File: src/hw/rtl/masked_byte_signature_matcher_assert.svh
// Assertion macros for the masked byte signature matcher.
// Used by the top level only; expects clk_i and rst_ni in the including scope.
`ifndef MASKED_BYTE_SIGNATURE_MATCHER_ASSERT_SVH
`define MASKED_BYTE_SIGNATURE_MATCHER_ASSERT_SVH

// Checked property, off while reset is asserted.
`define MSM_ASSERT(lbl, prop, msg) \
  lbl: assert property (@(posedge clk_i) disable iff (!rst_ni) (prop)) else $error(msg);

// Checked implication, off while reset is asserted.
`define MSM_ASSERT_IMPLY(lbl, ante, cons, msg) \
  lbl: assert property (@(posedge clk_i) disable iff (!rst_ni) (ante) |-> (cons)) \
    else $error(msg);

`endif

File: src/hw/rtl/msm_pkg.sv
// Shared types and constants of the masked byte signature matcher.
// No dependencies; imported by every module of the block.
`timescale 1ns / 1ps

package msm_pkg;

  localparam int PAT_BYTES = 32;  // pattern storage in the register file
  localparam int PAT_IDX_W = 5;   // index into the pattern bytes
  localparam int LEN_W     = 6;   // pattern_length register
  localparam int POS_W     = 32;  // stream positions
  localparam int OFS_W     = 8;   // report_offset register
  localparam int CFG_W     = 64;  // widest configuration register
  localparam int CFG_IDX_W = 3;   // configuration register index
  localparam int WORD_CNT  = 4;   // 64-bit pattern words

  typedef enum logic [CFG_IDX_W-1:0] {
    REG_PAT_0_7   = 3'd0,
    REG_PAT_8_15  = 3'd1,
    REG_PAT_16_23 = 3'd2,
    REG_PAT_24_31 = 3'd3,
    REG_CMP_EN    = 3'd4,
    REG_PAT_LEN   = 3'd5,
    REG_OFFSET    = 3'd6
  } msm_reg_e;

  typedef struct packed {
    logic [7:0] data_byte;
    logic       restart;
  } msm_in_t;

  typedef struct packed {
    logic             match_found;
    logic [POS_W-1:0] match_start;
    logic [POS_W-1:0] patch_position;
  } msm_out_t;

  // Per-cell control from the top level.
  typedef struct packed {
    logic shift;
    logic clear;
  } msm_cell_ctl_t;

  // Pattern byte aligned to a cell for the current length.
  typedef struct packed {
    logic [7:0] pat_byte;
    logic       cmp_en;
    logic       active;
  } msm_cell_pat_t;

endpackage

File: src/hw/rtl/masked_byte_signature_matcher.sv
// Channel | Direction | Beat                              | Handshake
// in      | input     | msm_in_t  (data_byte, restart)    | in_valid_i / in_stall_o
// out     | output    | msm_out_t (match, start, patch)   | out_valid_o / out_stall_i
// cfg     | input     | cfg_idx_i, cfg_wdata_i            | cfg_we_i, no wait
//
// One input beat is taken per cycle while in_stall_o is low; its result is registered in
// the output register or skid entry. The rate is set by the compare across the chain of
// window cells, which all check their byte in parallel in the cycle the beat is accepted.
// Reset clears the cell fill flags, the stream position and the configuration; there
// is no clearing pass. A stalled output keeps one more result in a skid entry, and
// in_stall_o rises only while that entry is occupied.
// Depends on msm_pkg, msm_cell, msm_out_buf and the assertion macro header.
`timescale 1ns / 1ps

module masked_byte_signature_matcher import msm_pkg::*; #(
  parameter int MAX_PATTERN_BYTES = 32
) (
  input  logic                 clk_i,
  input  logic                 rst_ni,
  // Stream input.
  input  logic                 in_valid_i,
  output logic                 in_stall_o,
  input  msm_in_t              in_data_i,
  // Result output.
  output logic                 out_valid_o,
  input  logic                 out_stall_i,
  output msm_out_t             out_data_o,
  // Configuration write port.
  input  logic                 cfg_we_i,
  input  logic [CFG_IDX_W-1:0] cfg_idx_i,
  input  logic [CFG_W-1:0]     cfg_wdata_i
);

  // Only the first 32 pattern bytes exist, so the window never needs more cells.
  localparam int CellCnt = (MAX_PATTERN_BYTES < PAT_BYTES) ? MAX_PATTERN_BYTES : PAT_BYTES;

  // Configuration registers.
  logic [CFG_W-1:0]     pat_words_q [WORD_CNT];
  logic [PAT_BYTES-1:0] cmp_en_q;
  logic [LEN_W-1:0]     pat_len_q;
  logic [OFS_W-1:0]     ofs_q;

  always_ff @(posedge clk_i or negedge rst_ni) begin
    if (!rst_ni) begin
      for (int w = 0; w < WORD_CNT; w++) begin
        pat_words_q[w] <= '0;
      end
      cmp_en_q  <= '0;
      pat_len_q <= LEN_W'(1);
      ofs_q     <= '0;
    end else if (cfg_we_i) begin
      unique case (cfg_idx_i)
        REG_PAT_0_7:   pat_words_q[0] <= cfg_wdata_i;
        REG_PAT_8_15:  pat_words_q[1] <= cfg_wdata_i;
        REG_PAT_16_23: pat_words_q[2] <= cfg_wdata_i;
        REG_PAT_24_31: pat_words_q[3] <= cfg_wdata_i;
        REG_CMP_EN:    cmp_en_q       <= cfg_wdata_i[PAT_BYTES-1:0];
        REG_PAT_LEN:   pat_len_q      <= cfg_wdata_i[LEN_W-1:0];
        REG_OFFSET:    ofs_q          <= cfg_wdata_i[OFS_W-1:0];
        default: ;  // Unknown index: the write is dropped.
      endcase
    end
  end

  // Pattern bytes unpacked from the four words.
  logic [7:0] pat_bytes [PAT_BYTES];

  always_comb begin
    for (int i = 0; i < PAT_BYTES; i++) begin
      pat_bytes[i] = pat_words_q[i / 8][8 * (i % 8) +: 8];
    end
  end

  // A length of zero counts as one, and a length beyond the window is clamped to it.
  logic [LEN_W-1:0] eff_len;

  always_comb begin
    if (pat_len_q == '0) begin
      eff_len = LEN_W'(1);
    end else if (pat_len_q > LEN_W'(CellCnt)) begin
      eff_len = LEN_W'(CellCnt);
    end else begin
      eff_len = pat_len_q;
    end
  end

  logic in_fire;
  logic buf_full;

  assign in_fire    = in_valid_i & ~buf_full;
  assign in_stall_o = buf_full;

  // The chain of cells. Cell 0 holds the newest byte; every accepted beat moves each
  // byte one cell further along. For a pattern of length L, cell k lines up with
  // pattern byte L-1-k, and cells at or beyond L take no part in the compare.
  logic [7:0]    cell_byte  [CellCnt];
  logic          cell_valid [CellCnt];
  logic [CellCnt-1:0] cell_hit;

  for (genvar k = 0; k < CellCnt; k++) begin : g_cell
    msm_cell_ctl_t    ctl;
    msm_cell_pat_t    pat;
    logic [LEN_W-1:0] idx_full;
    logic [7:0]       chain_byte;
    logic             chain_valid;

    assign idx_full = eff_len - LEN_W'(k + 1);

    always_comb begin
      ctl.shift    = in_fire;
      // A restart empties the window; only the byte arriving with it survives.
      ctl.clear    = (k != 0) & in_data_i.restart;
      pat.active   = LEN_W'(k) < eff_len;
      pat.pat_byte = pat_bytes[idx_full[PAT_IDX_W-1:0]];
      pat.cmp_en   = cmp_en_q[idx_full[PAT_IDX_W-1:0]];
    end

    if (k == 0) begin : g_head
      assign chain_byte  = in_data_i.data_byte;
      assign chain_valid = 1'b1;
    end else begin : g_body
      assign chain_byte  = cell_byte[k-1];
      assign chain_valid = cell_valid[k-1];
    end

    msm_cell u_cell (
      .clk_i   (clk_i),
      .rst_ni  (rst_ni),
      .ctl_i   (ctl),
      .pat_i   (pat),
      .byte_i  (chain_byte),
      .valid_i (chain_valid),
      .byte_o  (cell_byte[k]),
      .valid_o (cell_valid[k]),
      .hit_o   (cell_hit[k])
    );
  end

  // Stream position of the byte being taken; a restart numbers it zero.
  logic [POS_W-1:0] bytes_seen_q, bytes_seen_d;
  logic [POS_W-1:0] cur_pos;
  logic [POS_W-1:0] start_pos;
  logic [POS_W-1:0] patch_pos;
  logic             hit;
  msm_out_t         new_out;

  assign cur_pos      = in_data_i.restart ? '0 : bytes_seen_q;
  assign bytes_seen_d = cur_pos + POS_W'(1);
  assign start_pos    = cur_pos - POS_W'(eff_len) + POS_W'(1);
  assign patch_pos    = start_pos + POS_W'(ofs_q);
  assign hit          = &cell_hit;

  always_comb begin
    new_out.match_found    = hit;
    new_out.match_start    = hit ? start_pos : '0;
    new_out.patch_position = hit ? patch_pos : '0;
  end

  always_ff @(posedge clk_i or negedge rst_ni) begin
    if (!rst_ni) begin
      bytes_seen_q <= '0;
    end else if (in_fire) begin
      bytes_seen_q <= bytes_seen_d;
    end
  end

  msm_out_buf u_out_buf (
    .clk_i       (clk_i),
    .rst_ni      (rst_ni),
    .push_i      (in_fire),
    .push_data_i (new_out),
    .full_o      (buf_full),
    .out_valid_o (out_valid_o),
    .out_stall_i (out_stall_i),
    .out_data_o  (out_data_o)
  );

  // Checks. A beat without a match must carry zero positions, and a restart beat can
  // only match when the pattern is a single byte long.
  logic out_nomatch;
  logic out_pos_zero;
  logic restart_chk;

  assign out_nomatch  = out_valid_o & ~out_data_o.match_found;
  assign out_pos_zero = (out_data_o.match_start == '0) & (out_data_o.patch_position == '0);
  assign restart_chk  = in_fire & in_data_i.restart & (eff_len != LEN_W'(1));

  `include "masked_byte_signature_matcher_assert.svh"

  `MSM_ASSERT_IMPLY(a_skid_behind_out, buf_full, out_valid_o, "skid entry used with empty output")
  `MSM_ASSERT_IMPLY(a_nomatch_zero, out_nomatch, out_pos_zero, "no-match beat carries a position")
  `MSM_ASSERT_IMPLY(a_restart_short, restart_chk, !hit, "match before window filled")

endmodule

File: src/hw/rtl/msm_cell.sv
// One window cell: holds a stream byte and its fill flag, compares against a pattern byte.
// Depends on msm_pkg.
`timescale 1ns / 1ps

module msm_cell import msm_pkg::*; (
  input  logic          clk_i,
  input  logic          rst_ni,
  input  msm_cell_ctl_t ctl_i,
  input  msm_cell_pat_t pat_i,
  input  logic [7:0]    byte_i,
  input  logic          valid_i,
  output logic [7:0]    byte_o,
  output logic          valid_o,
  output logic          hit_o
);

  logic [7:0] byte_q;
  logic       valid_q;
  logic       valid_d;

  // The compare looks at the value the cell takes on this shift.
  assign valid_d = valid_i & ~ctl_i.clear;
  assign hit_o   = ~pat_i.active |
                   (valid_d & (~pat_i.cmp_en | (pat_i.pat_byte == byte_i)));

  always_ff @(posedge clk_i or negedge rst_ni) begin
    if (!rst_ni) begin
      valid_q <= 1'b0;
    end else if (ctl_i.shift) begin
      valid_q <= valid_d;
    end
  end

  always_ff @(posedge clk_i) begin
    if (ctl_i.shift) begin
      byte_q <= byte_i;
    end
  end

  assign byte_o  = byte_q;
  assign valid_o = valid_q;

endmodule

File: src/hw/rtl/msm_out_buf.sv
// Output register with one skid entry for the result channel.
// Depends on msm_pkg.
`timescale 1ns / 1ps

module msm_out_buf import msm_pkg::*; (
  input  logic     clk_i,
  input  logic     rst_ni,
  input  logic     push_i,
  input  msm_out_t push_data_i,
  output logic     full_o,
  output logic     out_valid_o,
  input  logic     out_stall_i,
  output msm_out_t out_data_o
);

  logic     out_valid_q, out_valid_d;
  logic     skid_valid_q, skid_valid_d;
  msm_out_t out_data_q, out_data_d;
  msm_out_t skid_data_q, skid_data_d;
  logic     out_free;

  assign out_free = ~out_valid_q | ~out_stall_i;

  always_comb begin
    out_valid_d  = out_valid_q;
    out_data_d   = out_data_q;
    skid_valid_d = skid_valid_q;
    skid_data_d  = skid_data_q;
    if (out_free) begin
      out_valid_d  = skid_valid_q | push_i;
      out_data_d   = skid_valid_q ? skid_data_q : push_data_i;
      skid_valid_d = 1'b0;
    end else if (push_i) begin
      skid_valid_d = 1'b1;
      skid_data_d  = push_data_i;
    end
  end

  always_ff @(posedge clk_i or negedge rst_ni) begin
    if (!rst_ni) begin
      out_valid_q  <= 1'b0;
      skid_valid_q <= 1'b0;
    end else begin
      out_valid_q  <= out_valid_d;
      skid_valid_q <= skid_valid_d;
    end
  end

  always_ff @(posedge clk_i) begin
    out_data_q  <= out_data_d;
    skid_data_q <= skid_data_d;
  end

  assign full_o      = skid_valid_q;
  assign out_valid_o = out_valid_q;
  assign out_data_o  = out_data_q;

endmodule
File: config.mk
export PLATFORM = sky130hd
export DESIGN_NAME = masked_byte_signature_matcher
export DESIGN_NICKNAME = d
export VERILOG_FILES = /design/src/hw/rtl/msm_pkg.sv /design/src/hw/rtl/masked_byte_signature_matcher.sv /design/src/hw/rtl/msm_cell.sv /design/src/hw/rtl/msm_out_buf.sv
export VERILOG_INCLUDE_DIRS = /design/src /design/src/hw/rtl
export SDC_FILE = /design/constraint.sdc
export NUM_CORES = 2
export LEC_CHECK = 0
export BUFFER_PORTS_ARGS = -buffer_cell sky130_fd_sc_hd__buf_2
export CORE_MARGIN = 1.5
export CORE_UTILIZATION = 26
export DETAILED_ROUTE_END_ITERATION = 8
export PLACE_DENSITY_LB_ADDON = 0.12
export SLEW_MARGIN = 20
export SYNTH_ARGS = -nofsm -noshare
export SYNTH_HDL_FRONTEND = slang
export SYNTH_HIERARCHICAL = 1
export SYNTH_SLANG_ARGS = --single-unit
File: constraint.sdc
create_clock -name clk_i -period 8.45 [get_ports clk_i]
set_clock_uncertainty 0.1 [all_clocks]
set_input_delay 1.69 -clock clk_i [delete_from_list [all_inputs] [get_ports clk_i]]
set_output_delay 1.69 -clock clk_i [all_outputs]
set_load 0.02 [all_outputs]
==> summary.md <==
| Metric | Value |
|---|---|
| RSZ-0062 raised after global routing | `false` |
| CP required | `8.97 ns` |
| Switching share of power | `48.27%` |
| CTS H-tree lvls | `3` |
| Worst path max stage delay | `~0.8 ns` |
| Synth Instances | `4866` |
| Cts bufs inserted | `99` |
| Die Wd | `443.2 µm` |
| Crit path arrival time | `8.08 ns` |
| CP bufs+invs | `3` |
| Clk pwr share | `20.1%` |
| Share of power burned in registers | `22.1%` |
| Total Routing Usage GR | `21.05%` |
| Fin nets | `5119` |
| Synthesis-to-finish area growth | `14.99%` |
| Largest net degree at the start of global routing | `185` |
| Crit path launch type | `flop` |
| Max IR drop VDD | `0.0001571 V` |
| Detailed Route WL | `212100 µm` |
| Core box area | `192600 µm²` |
| Hold buffers post-CTS | `0` |
| Sink Count | `745` |
| Power Internal | `11.40 mW` |
| Max-cap violations | `0` |
| Clock latency on the worst-skew pair | `0.76 ns` |
| Starting DRT DRC Count | `3063` |
| HP Class | `reg2reg` |
| Vias in the first global route | `approximately 37000` |
| Cells along the critical path | `buf_4, or2_2, nor3_1, o21ai_4, buf_12, and3_1, a31oi_1, mux2i_1, mux2i_1, nand2_1, nand2_1, xor2_1, nor4_1, a21oi_1, a21oi_1, nand4_1, nor4_1, buf_4, nand2_2, nor3_1, mux2_2, mux2_2` |
| Ports | `148` |
| CTS resizes | `0` |
| Vias per inst | `5.070` |
| CTS tree | `built` |
| Combinational share of power | `roughly 58%` |
| Setup TNS | `0 ns` |
| GPL Wtd Cong | `0.9875` |
| Relative slew margins | `11.98%` |
| Cell count of the worst reg-to-reg path | `22` |
| Postcts setup bufs | `0` |
| Vias | `between 30000 and 40000` |
| Post-Syn Area | `50390 µm²` |
| Worst Path Class, Setup | `reg2reg` |
| Cells on Worst Hold Path | `0` |
| Sw Pwr | `10.64 mW` |
| CTS max path bufs | `3` |
| Full die area | `196500 µm²` |
| Final ANT Viol Nets | `0` |
| Row cnt | `161` |
| Max Slew Vio Count | `0` |
| Initial Util | `26.17%` |
| Pre-antenna DRT Iters | `5` |
| CP Capture Type | `flop` |
| Reg2reg setup slack | `0.89 ns` |
| Worst path slowest cell | `mux2i_1` |
| Critical path depth | `22` |
| Initial antenna violation count | `19` |
| Root Driver | `clkbuf_16` |
| Slew @ Worst Pin | `1.320 ns` |
| PortBufs | `147` |
| Total gr overflow | `0` |
| DR WL/cell | `27.98 µm` |
| Post-route DRC | `0` |
| Hold violation count in the final report | `0` |
| Setup Viol. Count Final | `0` |
| Max frequency | `roughly 130 MHz` |
| PwrDens | `380.3 nW/µm²` |
| Avg Inst Size Synth | `10.36 µm²` |
| Post-layout minimum cycle time | `7.563 ns` |
| Hpwl dp | `166200 µm` |
| Lkg Pwr | `approximately 26 nW` |
| Fillers | `around 20000` |
| Crit path max fanout | `184` |
| Syn_nets | `between 5000 and 6000` |
| First-pass GRT wire length | `293200 µm` |
| Proportion of layout cells with a drive suffix above 1 | `20.96%` |
| Status | `complete, no violations` |
| Fin crit share | `between 80% and 90%` |
| Total power | `22.04 mW` |
| Clk pin slew, worst setup/hold paths | `0.06 ns` |
| Crit path max-delay family | `simple AND/OR/NAND/NOR gates` |
| Yosys synthesis warning count | `6` |
| Die Ht | `~440 µm` |
registers in the layout (all words and copies together) (netlist names):
| name | flops |
|---|---|
| u_out_buf/skid_data_q | 65 |
| g_cell.u_cell/byte_o | 248 |
| ofs_q | 8 |
| pat_bytes | 256 |
| bytes_seen_q | 32 |
| u_out_buf/out_valid_o | 1 |
| pat_len_q | 6 |
| cmp_en_q | 32 |
| u_out_buf/out_data_o | 65 |
| g_cell.u_cell/valid_o | 31 |
| u_out_buf/full_o | 1 |
layer usage:
metal	part of all wire, %	track usage [%]
met3	4.1	2.321
met2	48	35.57
met1	44	27.65
met4	3.8	7.631
met5	0.013	0
cells in the final DEF (no fill, tap or decap), drive strengths merged, types with 9 or more instances in the layout:
cell	instances
nand2	1004
mux2i	895
mux2	567
edfxtp	378
dfrtp	366
xor2	295
buf	270
and3	154
a31oi	148
clkbuf	141
a21oi	105
inv	96
nor2	89
nor4	76
ha	70
xnor2	57
o21ai	52
nand2b	39
nand3	29
nor3	25
clkinv	20
a21o	19
and2	16
nand4	15
nor2b	13
bufinv	10
or3	10
o21a	9
layout make-up:
cell class	count	area [µm²]	share of cell area, %
flip-flops and latches	745	20540	35.45
diodes	6	15.01	0.02591
clock buffers	141	2860	4.936
well taps	2526	3161	5.454
repair buffers	270	1819	3.140
multi-input cells	3758	28650	49.44
clock inverters	41	540.5	0.9328
inverters	92	359.1	0.6197
worst register-to-register path: stages (launching register included):
cell     delay [ns]
dfrtp_1        0.35
buf_4          0.19
or2_2          0.36
nor3_1         0.38
o21ai_4        0.23
buf_12         0.28
and3_1         0.65
a31oi_1        0.62
mux2i_1        0.31
mux2i_1        0.81
nand2_1        0.12
nand2_1        0.10
xor2_1         0.07
nor4_1         0.40
a21oi_1        0.20
a21oi_1        0.20
nand4_1        0.15
nor4_1         0.69
buf_4          0.25
nand2_2        0.24
nor3_1         0.40
mux2_2         0.23
mux2_2         0.14
per-stage QoR:
step | util [%] | setup WS, ns | cells | instance area, µm² | hold slack [ns]
floorplan | - | 0.06588 | 4866 | 50390 | 0.3476
global placement | 28.31 | 0.5247 | 7391 | 54510 | 0.3519
detailed placement | 28.31 | 0.8974 | 7391 | 54530 | 0.3549
CTS | 30.08 | 0.9452 | 7573 | 57930 | 0.3668
global route | 30.09 | 0.6621 | 7578 | 57940 | 0.3763
finish | 30.09 | 0.8871 | 7579 | 57940 | 0.3645
power groups by stage:
stage	registers (mW)	clock network [mW]	logic (mW)
floorplan	4.77	0	7.63
global placement	4.94	0	12.5
detailed placement	4.94	0	12.5
CTS	4.87	4.58	12.6
global route	4.94	4.70	13.3
finish	4.87	4.43	12.7
worst paths after layout:
kind / from / to
worst max register to register: pat_len_q[2] / u_out_buf/out_data_o[25]
worst min-delay path: g_cell[18].u_cell/byte_o[5] / g_cell[19].u_cell/byte_o[5]
worst max-delay path: pat_len_q[2] / u_out_buf/out_data_o[25]
max in group asynchronous: rst_ni / g_cell[3].u_cell/valid_o
min in group asynchronous: rst_ni / ofs_q[3]
worst min register to register: g_cell[18].u_cell/byte_o[5] / g_cell[19].u_cell/byte_o[5]
Note: power is estimated with default switching activity, not from simulation.
